[src/design/imrc_pkg.sv]
// ----------------------------------------------------------------------------
// imrc_pkg
// shared types and constants of the integer matrix row/column engine
// ----------------------------------------------------------------------------
package imrc_pkg;

    localparam int MAX_ROWS   = 64;
    localparam int MAX_COLS   = 64;
    localparam int VALUE_BITS = 32;
    localparam int ROW_BITS   = $clog2(MAX_ROWS);
    localparam int COL_BITS   = $clog2(MAX_COLS);
    localparam int ADDR_BITS  = ROW_BITS + COL_BITS;
    localparam int DEPTH      = MAX_ROWS * MAX_COLS;
    localparam int IDX_BITS   = 7;
    localparam int CFG_BITS   = 31;

    localparam logic [1:0] ST_OK      = 2'd0;
    localparam logic [1:0] ST_RANGE   = 2'd1;
    localparam logic [1:0] ST_DELETED = 2'd2;
    localparam logic [1:0] ST_BIG     = 2'd3;

    localparam logic [3:0] REQ_GET      = 4'd0;
    localparam logic [3:0] REQ_SET      = 4'd1;
    localparam logic [3:0] REQ_REMOVE   = 4'd2;
    localparam logic [3:0] REQ_ERASE_R  = 4'd3;
    localparam logic [3:0] REQ_ERASE_C  = 4'd4;
    localparam logic [3:0] REQ_ADD_R    = 4'd5;
    localparam logic [3:0] REQ_ADD_C    = 4'd6;
    localparam logic [3:0] REQ_UNIT_R   = 4'd7;
    localparam logic [3:0] REQ_UNIT_C   = 4'd8;

    localparam logic [1:0] CFG_ROWS  = 2'd0;
    localparam logic [1:0] CFG_COLS  = 2'd1;
    localparam logic [1:0] CFG_LIMIT = 2'd2;

    typedef struct packed {
        logic                  rd_en;
        logic [ADDR_BITS-1:0]  rd_addr;
        logic                  wr_en;
        logic [ADDR_BITS-1:0]  wr_addr;
        logic [VALUE_BITS-1:0] wr_data;
    } mem_req_t;

    typedef struct packed {
        logic                  wr_en;
        logic [ADDR_BITS-1:0]  wr_addr;
    } clr_req_t;

endpackage

[src/design/imrc_ctrl.sv]
// ----------------------------------------------------------------------------
// imrc_ctrl
// request sequencer: checks, line walks and read-modify-write of entries
// ----------------------------------------------------------------------------
module imrc_ctrl
    import imrc_pkg::*;
(
    input  logic                  clk,
    input  logic                  rst_n,
    input  logic                  start,
    output logic                  busy,
    input  logic [3:0]            req_type,
    input  logic [IDX_BITS-1:0]   index_a,
    input  logic [IDX_BITS-1:0]   index_b,
    input  logic signed [31:0]    entry_value,
    input  logic signed [31:0]    scale,
    input  logic                  mark_deleted,
    input  logic [IDX_BITS-1:0]   rows_cfg,
    input  logic [IDX_BITS-1:0]   cols_cfg,
    input  logic [CFG_BITS-1:0]   limit_cfg,
    input  logic                  mem_clearing,
    output mem_req_t              mreq,
    input  logic [VALUE_BITS-1:0] rd_data,
    output logic                  done,
    output logic [1:0]            status,
    output logic signed [31:0]    result_value,
    output logic [IDX_BITS-1:0]   result_index
);

    typedef enum logic [6:0] {
        S_IDLE  = 7'b0000001,
        S_RD    = 7'b0000010,
        S_WAIT  = 7'b0000100,
        S_SRC   = 7'b0001000,
        S_MUL   = 7'b0010000,
        S_CHK   = 7'b0100000,
        S_DONE  = 7'b1000000
    } state_t;

    state_t state_reg, state_next;

    logic [3:0]            op_reg;
    logic [IDX_BITS-1:0]   a_reg, b_reg;
    logic signed [31:0]    val_reg, scl_reg;
    logic                  mark_reg;
    logic [IDX_BITS-1:0]   k_reg, len_reg;
    logic [1:0]            st_reg;
    logic signed [31:0]    rv_reg;
    logic [IDX_BITS-1:0]   ri_reg;
    logic [31:0]           max_reg;
    logic signed [31:0]    src_reg;
    logic signed [63:0]    prod_reg;
    logic [MAX_ROWS-1:0]   rdel_reg;
    logic [MAX_COLS-1:0]   cdel_reg;

    logic [IDX_BITS-1:0] nr, nc;
    logic [31:0]         lim;
    logic                by_col;
    logic                is_add, is_unit, is_erase, is_single;

    assign nr  = (rows_cfg > IDX_BITS'(MAX_ROWS)) ? IDX_BITS'(MAX_ROWS) : rows_cfg;
    assign nc  = (cols_cfg > IDX_BITS'(MAX_COLS)) ? IDX_BITS'(MAX_COLS) : cols_cfg;
    assign lim = {1'b0, limit_cfg};

    assign by_col    = (op_reg == REQ_ERASE_C) || (op_reg == REQ_ADD_C)
                       || (op_reg == REQ_UNIT_C);
    assign is_add    = (op_reg == REQ_ADD_R) || (op_reg == REQ_ADD_C);
    assign is_unit   = (op_reg == REQ_UNIT_R) || (op_reg == REQ_UNIT_C);
    assign is_erase  = (op_reg == REQ_ERASE_R) || (op_reg == REQ_ERASE_C);
    assign is_single = (op_reg == REQ_GET) || (op_reg == REQ_SET)
                       || (op_reg == REQ_REMOVE);

    function automatic logic [ADDR_BITS-1:0] addr_of(input logic [IDX_BITS-1:0] r,
                                                    input logic [IDX_BITS-1:0] c);
        logic [IDX_BITS-1:0] r0, c0;
        r0 = r - 1'b1;
        c0 = c - 1'b1;
        return {r0[ROW_BITS-1:0], c0[COL_BITS-1:0]};
    endfunction

    function automatic logic [31:0] mag32(input logic signed [31:0] v);
        return v[31] ? 32'(-v) : 32'(v);
    endfunction

    function automatic logic [63:0] mag64(input logic signed [63:0] v);
        return v[63] ? 64'(-v) : 64'(v);
    endfunction

    // line cell addresses
    logic [ADDR_BITS-1:0] a_line, b_line;
    assign a_line = by_col ? addr_of(k_reg, a_reg) : addr_of(a_reg, k_reg);
    assign b_line = by_col ? addr_of(k_reg, b_reg) : addr_of(b_reg, k_reg);

    logic signed [63:0] sum;
    logic [63:0]        sum_mag;
    assign sum     = 64'(signed'(rd_data)) + prod_reg;
    assign sum_mag = mag64(sum);

    logic in_a_r, in_b_c, in_a_n, in_b_n, del_a, del_b;
    logic [IDX_BITS-1:0] n_sel;
    logic [IDX_BITS-1:0] a0, b0;
    assign a0     = a_reg - 1'b1;
    assign b0     = b_reg - 1'b1;
    assign n_sel  = by_col ? nc : nr;
    assign in_a_r = (a_reg != '0) && (a_reg <= nr);
    assign in_b_c = (b_reg != '0) && (b_reg <= nc);
    assign in_a_n = (a_reg != '0) && (a_reg <= n_sel);
    assign in_b_n = (b_reg != '0) && (b_reg <= n_sel);
    assign del_a  = by_col ? cdel_reg[a0[COL_BITS-1:0]] : rdel_reg[a0[ROW_BITS-1:0]];
    assign del_b  = by_col ? cdel_reg[b0[COL_BITS-1:0]] : rdel_reg[b0[ROW_BITS-1:0]];

    always_ff @(posedge clk or negedge rst_n)
    begin
        if (!rst_n)
        begin
            state_reg <= S_IDLE;
            rdel_reg  <= '0;
            cdel_reg  <= '0;
        end
        else
        begin
            state_reg <= state_next;
            // mark once the erase walk has finished
            if ((state_reg == S_RD) && (k_reg > len_reg) && is_erase && mark_reg)
            begin
                if (by_col)
                begin
                    cdel_reg[a0[COL_BITS-1:0]] <= 1'b1;
                end
                else
                begin
                    rdel_reg[a0[ROW_BITS-1:0]] <= 1'b1;
                end
            end
        end
    end

    // payload and sequencing
    logic [1:0] chk_st;
    always_comb
    begin
        chk_st = ST_OK;
        if (is_single)
        begin
            if (!in_a_r || !in_b_c)
            begin
                chk_st = ST_RANGE;
            end
            else if (op_reg == REQ_GET)
            begin
                chk_st = ST_OK;
            end
            else if ((op_reg == REQ_SET) && (mag32(val_reg) > lim))
            begin
                chk_st = ST_BIG;
            end
            else if (rdel_reg[a0[ROW_BITS-1:0]] || cdel_reg[b0[COL_BITS-1:0]])
            begin
                chk_st = ST_DELETED;
            end
        end
        else if (is_add)
        begin
            if (!in_a_n || !in_b_n)
            begin
                chk_st = ST_RANGE;
            end
            else if (del_a || del_b)
            begin
                chk_st = ST_DELETED;
            end
        end
        else if (is_unit || is_erase)
        begin
            if (!in_a_n)
            begin
                chk_st = ST_RANGE;
            end
            else if (del_a)
            begin
                chk_st = ST_DELETED;
            end
        end
    end

    // state S_IDLE holds the request in a registered "pending" flag
    logic pend_reg;
    logic take;

    assign take = start && !busy;

    always_ff @(posedge clk or negedge rst_n)
    begin
        if (!rst_n)
        begin
            pend_reg <= 1'b0;
        end
        else
        begin
            pend_reg <= take;
        end
    end

    always_comb
    begin
        state_next = state_reg;
        mreq       = '0;
        unique case (state_reg)
            S_IDLE:
            begin
                if (pend_reg)
                begin
                    if (chk_st != ST_OK)
                    begin
                        state_next = S_DONE;
                    end
                    else if (is_single)
                    begin
                        if (op_reg == REQ_SET)
                        begin
                            mreq.wr_en   = 1'b1;
                            mreq.wr_addr = addr_of(a_reg, b_reg);
                            mreq.wr_data = val_reg;
                            state_next   = S_DONE;
                        end
                        else
                        begin
                            mreq.rd_en   = 1'b1;
                            mreq.rd_addr = addr_of(a_reg, b_reg);
                            state_next   = S_WAIT;
                        end
                    end
                    else if (is_erase || is_unit || is_add)
                    begin
                        state_next = S_RD;
                    end
                    else
                    begin
                        state_next = S_DONE;
                    end
                end
            end
            S_RD:
            begin
                if (k_reg > len_reg)
                begin
                    state_next = S_DONE;
                end
                else if (is_erase)
                begin
                    mreq.wr_en   = 1'b1;
                    mreq.wr_addr = a_line;
                    mreq.wr_data = '0;
                end
                else if (is_unit)
                begin
                    mreq.rd_en   = 1'b1;
                    mreq.rd_addr = a_line;
                    state_next   = S_CHK;
                end
                else
                begin
                    mreq.rd_en   = 1'b1;
                    mreq.rd_addr = b_line;
                    state_next   = S_SRC;
                end
            end
            S_SRC:
            begin
                if (rd_data == '0)
                begin
                    state_next = S_RD;
                end
                else
                begin
                    mreq.rd_en   = 1'b1;
                    mreq.rd_addr = a_line;
                    state_next   = S_MUL;
                end
            end
            S_MUL:
            begin
                state_next = S_CHK;
            end
            S_CHK:
            begin
                if (is_unit)
                begin
                    state_next = (mag32(signed'(rd_data)) == 32'd1) ? S_DONE : S_RD;
                end
                else if (sum_mag > 64'(lim))
                begin
                    state_next = S_DONE;
                end
                else
                begin
                    mreq.wr_en   = 1'b1;
                    mreq.wr_addr = a_line;
                    mreq.wr_data = sum[31:0];
                    state_next   = S_RD;
                end
            end
            S_WAIT:
            begin
                if (op_reg == REQ_REMOVE)
                begin
                    mreq.wr_en   = 1'b1;
                    mreq.wr_addr = addr_of(a_reg, b_reg);
                    mreq.wr_data = '0;
                end
                state_next = S_DONE;
            end
            S_DONE:
            begin
                state_next = S_IDLE;
            end
            default:
            begin
                state_next = S_IDLE;
            end
        endcase
    end

    // sum is read in S_CHK, which follows S_MUL after the target read in S_SRC, so the
    // product registered in S_MUL is ready; rd_data in S_CHK is the target entry
    always_ff @(posedge clk)
    begin
        if (take)
        begin
            op_reg   <= req_type;
            a_reg    <= index_a;
            b_reg    <= index_b;
            val_reg  <= entry_value;
            scl_reg  <= scale;
            mark_reg <= mark_deleted;
            rv_reg   <= '0;
            ri_reg   <= '0;
            max_reg  <= '0;
            k_reg    <= IDX_BITS'(1);
        end
        if (pend_reg && (state_reg == S_IDLE))
        begin
            st_reg  <= chk_st;
            len_reg <= by_col ? nr : nc;
        end
        unique case (state_reg)
            S_RD:
            begin
                if ((k_reg <= len_reg) && is_erase)
                begin
                    k_reg <= k_reg + 1'b1;
                end
            end
            S_SRC:
            begin
                src_reg <= signed'(rd_data);
                if (rd_data == '0)
                begin
                    k_reg <= k_reg + 1'b1;
                end
            end
            S_MUL:
            begin
                prod_reg <= 64'(scl_reg) * 64'(src_reg);
            end
            S_CHK:
            begin
                if (is_unit)
                begin
                    if (mag32(signed'(rd_data)) == 32'd1)
                    begin
                        rv_reg <= signed'(rd_data);
                        ri_reg <= k_reg;
                    end
                    k_reg <= k_reg + 1'b1;
                end
                else if (sum_mag > 64'(lim))
                begin
                    st_reg <= ST_BIG;
                end
                else
                begin
                    if (sum_mag > 64'(max_reg))
                    begin
                        max_reg <= sum_mag[31:0];
                    end
                    k_reg <= k_reg + 1'b1;
                end
            end
            S_WAIT:
            begin
                rv_reg <= signed'(rd_data);
            end
            default:
            begin
            end
        endcase
    end

    assign busy = mem_clearing || (state_reg != S_IDLE) || pend_reg;
    assign done = (state_reg == S_DONE);

    always_comb
    begin
        status       = st_reg;
        result_value = '0;
        result_index = '0;
        if (st_reg == ST_OK)
        begin
            result_value = is_add ? signed'(max_reg) : rv_reg;
            result_index = ri_reg;
        end
    end

endmodule

[config.mk]
export PLATFORM = sky130hd
export DESIGN_NAME = imrc_ctrl
export DESIGN_NICKNAME = d
export VERILOG_FILES = /design/src/design/imrc_pkg.sv /design/src/design/imrc_ctrl.sv
export SDC_FILE = /design/constraint.sdc
export NUM_CORES = 2
export LEC_CHECK = 0
export BUFFER_PORTS_ARGS = -buffer_cell sky130_fd_sc_hd__buf_2
export CAP_MARGIN = 20
export CORE_MARGIN = 3
export CORE_UTILIZATION = 59
export DETAILED_ROUTE_END_ITERATION = 8
export PLACE_DENSITY = 0.77
export SLEW_MARGIN = 20
export SYNTH_ARGS = -nofsm -noshare
export SYNTH_HDL_FRONTEND = slang
export SYNTH_SLANG_ARGS = --single-unit
[constraint.sdc]
create_clock -name clk -period 9.3 [get_ports clk]
set_input_delay 1.86 -clock clk [delete_from_list [all_inputs] [get_ports clk]]
set_output_delay 1.86 -clock clk [all_outputs]
set_load 0.005 [all_outputs]
# Yosys cells after proc, flatten, opt, wreduce, memory -nomap -nowiden
# Cells that the tools add are included.
# W data, S select, Z words.
totals:
  register_bits: 402
  latchBits: 0
  mem_bits_rw: 0
  mem_bits_ro: 0
  in_bits: 164
  wordCells: 190
  mem_count: 0
classes:
  n_addsub: 8
  multipliers: 1
  div_mod_pow: 0
  order_cmp: 14
  n_eq_ne: 19
  shifts: 0
  n_mux: 86
  bitwise_logic: 3
  reduce_logical: 41
op_table:
  columns: ["cell", "count"]
  rows:
  - ["$mux W32", 12]
  - ["$mux W58", 4]
  - ["$mux W45", 5]
  - ["$pmux W45 S4", 1]
  - ["$mux W7", 24]
  - ["$or A64 B64 Y64", 2]
  - ["$add A32 B64 Y64", 1]
  - ["$gt A64 B31 Y1", 1]
  - ["$gt A64 B32 Y1", 1]
  - ["$mul A32 B32 Y64", 1]
  - ["$mux W64", 1]
  - ["$neg A32 Y32", 2]
  - ["$neg A64 Y64", 1]
  - ["$pmux W32 S2", 1]
  - ["$pmux W7 S6", 1]
  - ["$mux W13", 3]
  - ["$pmux W13 S3", 1]
  - ["$mux W12", 3]
  - ["$le A7 B7 Y1", 5]
  - ["$eq A32 B1 Y1 const B", 1]
  - ["$gt A32 B31 Y1", 1]
  - ["$logic_not A32 Y1", 1]
  - ["$mux W2", 15]
  - ["$bmux W1 S6", 4]
  - ["other kinds (34)", 80]

# Depth between registers and ports, before layout
logic_depth:
  ltp_word: 15
  ltp_mapped: 34
  mapped_depth_nobuf: 32

# Worst setup path before layout
# No wires, ideal clock.
synth_path:
  path_kind: "input to output"
  start: "input rd_data[14]"
  end: "output mreq[12] (netlist name)"
  arrival_time_ns: 8.032
  slack_ns: -0.592
  cell_stages: 33
  path_buffers: 6
  cell_sequence: "ha_1 -> buf_2 -> inv_1 -> o221ai_1 -> a21o_1 -> o211ai_1 -> and4b_1 -> o21ai_0 -> xor2_1 -> clkbuf_1 -> clkbuf_1 -> clkbuf_1 -> nand2_1 -> o21ai_0 -> ha_1 -> nor2b_1 -> o21a_1 -> o21a_1 -> o21a_1 -> o21ai_0 -> nand2b_1 -> a21oi_1 -> o211ai_1 -> o21ai_0 -> nor4bb_1 -> nand4_1 -> nor4_1 -> nand4_1 -> or4_1 -> buf_2 -> nand2b_4 -> buf_2 -> o21ai_1"
synth_lines:
  columns: ["element", "line", "rtl"]
  rows:
  - ["from (decl)", "imrc_ctrl.sv:23", "input logic [VALUE_BITS-1:0] rd_data,"]
  - ["to (decl)", "imrc_ctrl.sv:22", "output mem_req_t mreq,"]

==> metrics <==
nets@finish=9302; placed cell areas=70880 um^2; data required time of the worst path=7.44 ns; setup repair after global routing missed its margin=yes; Final Hold Violating Endpoints=0; most frequent cell after synthesis=inv_1; max cap viols=0; top cell type by total area after synthesis=fa_1; total gr overflow=0; post-layout minimum cycle time=9.954 ns; syn avg cell area=9.200 um^2; final setup TNS=-22.90 ns; FMAX=100.5 MHz; Yosys warnings=0; Initial Utilization=59.70%; final cycle utilization of the critical path=107.0%; first-pass GRT wire length=310200 um; top_reg_cell synth=edfxtp_1; # hold bufs at CTS=0; 1st-iter DRT viols=4989; failing checks=setup timing; DIE WIDTH=336.0 um; relative slew slack=23.75%; share of cells above drive strength 1=17.21%; Slowest cell on crit path=or4_4; CP startpoint kind=input port; hold slack=0.4558 ns; outcome=finished, violations left; top cells by area, synth=fa_1 (34%), edfxtp_1 (8.7%), ha_1 (7.5%); final slew viol count=0; Num CTS Buffers=50; area share of the largest cell type after synthesis=33.74%; 1st-pass router iterations=8; gpl congestion=0.9873; clk sinks=402; Setup Crit Path Kind=in2out; largest net degree at the start of global routing=82; core area=107700 um^2; element type at the critical path end=output port; worst setup margin=-0.6537 ns; Critical path origin=rd_data[4]; Critical Path Max Stage Delay=0.60 ns; drt drc=0; CTS tree=built; vias in the first global route=56430; dpl hpwl=158200 um; worst-margin pin slew=1.140 ns; Clock Skew=0.03367 ns; synth unique cells=118; Ports=265; Area Growth Syn to Fin=15.51%; I/O Buffers=264; H-tree levels=2; post-synthesis register bit count=402; Post-synth EDFFs=186; clock root buffer=clkbuf_16; clk slew on worst S/H paths=0.06 ns; HP Start=rv_reg[28]$_DFF_P_; Max Buffers Root-to-Sink=3; share of the yosys chip area belonging to registers=16.48%; top cells by count, synth=inv_1 (1178), fa_1 (1083), nand2_1 (1006); Post-Syn Nets=8617; Vias/cell=5.985; HP Class=reg2reg; Vias=54563; Cells after Synth=6986; antenna violations before repair=7; Post-Syn Area=64270 um^2; Arrival @ worst endpoint=8.09 ns; final setup vio count=45; Row Count=120; drt wl/cell=21.56 um; clk_lat worst skew=0.66 ns; GRT Total Usage=35.21%; CP Max Fanout=8; die height=336.0 um; Final Cell Area=74230 um^2; final wirelength=196600 um; async set-reset flop share out of synthesis=33.83%; worst reg2reg path startpoint=src_reg[8]$_DFFE_PP_; post-route ant nets=0; die footprint=112900 um^2
==> cell type report <==
class | instances | area, um^2
well taps | 1403 | 1755
clock buffers | 63 | 1393
inverters | 1178 | 4424
multi-input cells | 5079 | 48790
flip-flops and latches | 402 | 10590
repair buffers | 960 | 6927
diodes | 3 | 7.507
clock inverters | 29 | 346.6
fillers | 8473 | 33420
==> cells in the final DEF, fill, tap and decap left out, types with 92 or more instances in the layout <==
cell type,instances
o21ai_0,182
nand2_1,1004
and2_1,389
dfrtp_1,135
buf_2,255
inv_1,1174
ha_1,372
nor2_1,276
xnor2_1,118
edfxtp_1,186
o21bai_1,143
buf_4,661
a21oi_1,230
fa_1,1081
a21o_1,92
==> what timing repair did <==
item	CTS	global route
setup endpoints to repair	46	56
cloned	1	1
gates resized for setup	100	87
setup buffers	33	44
pin swaps	73	83
endpoints found under the hold margin	0	0
==> stage by stage <==
step,util [%],worst slack (ns),cells
after floorplan,-,0.01260,6986
after global placement,65.84,-1.214,8945
after detailed placement,65.84,-1.313,8945
after CTS,68.17,-0.5820,9070
after global routing,68.95,-0.8957,9114
final,68.96,-0.6537,9117
==> cell families after synthesis <==
logic type	Yosys count	synth area share, %
compound gates	1146	12.05
xor+xnor	188	2.562
fa+ha+maj	1467	41.21
buf+inv	1506	8.969
flops	402	16.48
mux	89	2.414
simple gates	2188	16.31
==> critical path: cells and delay by family <==
kind,cells,cell delay [ns]
simple gates,15,3.30
compound gates,9,1.45
buf+inv,6,0.87
fa+ha+maj,2,0.47
xor+xnor,1,0.13
==> routing by layer <==
layer / global-route usage, % / part of all wire, %
met1: 45.80 / 38
met2: 58.73 / 48
met5: 0 / 0.011
met3: 4.916 / 8.2
met4: 16.46 / 5.6
==> worst paths after layout <==
check                                           end  slack [ns]  cells after the start
max                                         mreq[5]       -0.65                     33
min reg2reg                      rv_reg[28]$_DFF_P_        0.46                      2
min in group asynchronous  cdel_reg[12]$_DFFE_PN0P_        1.23                      1
max reg2reg                  prod_reg[57]$_DFFE_PP_        0.27                     29
min                              rv_reg[28]$_DFF_P_        0.46                      2
max in group asynchronous  rdel_reg[52]$_DFFE_PN0P_        6.83                      2
Power is left out: the tool's default activity adds up to more than one toggle a clock period on the data nets, which glitch-free logic cannot reach.
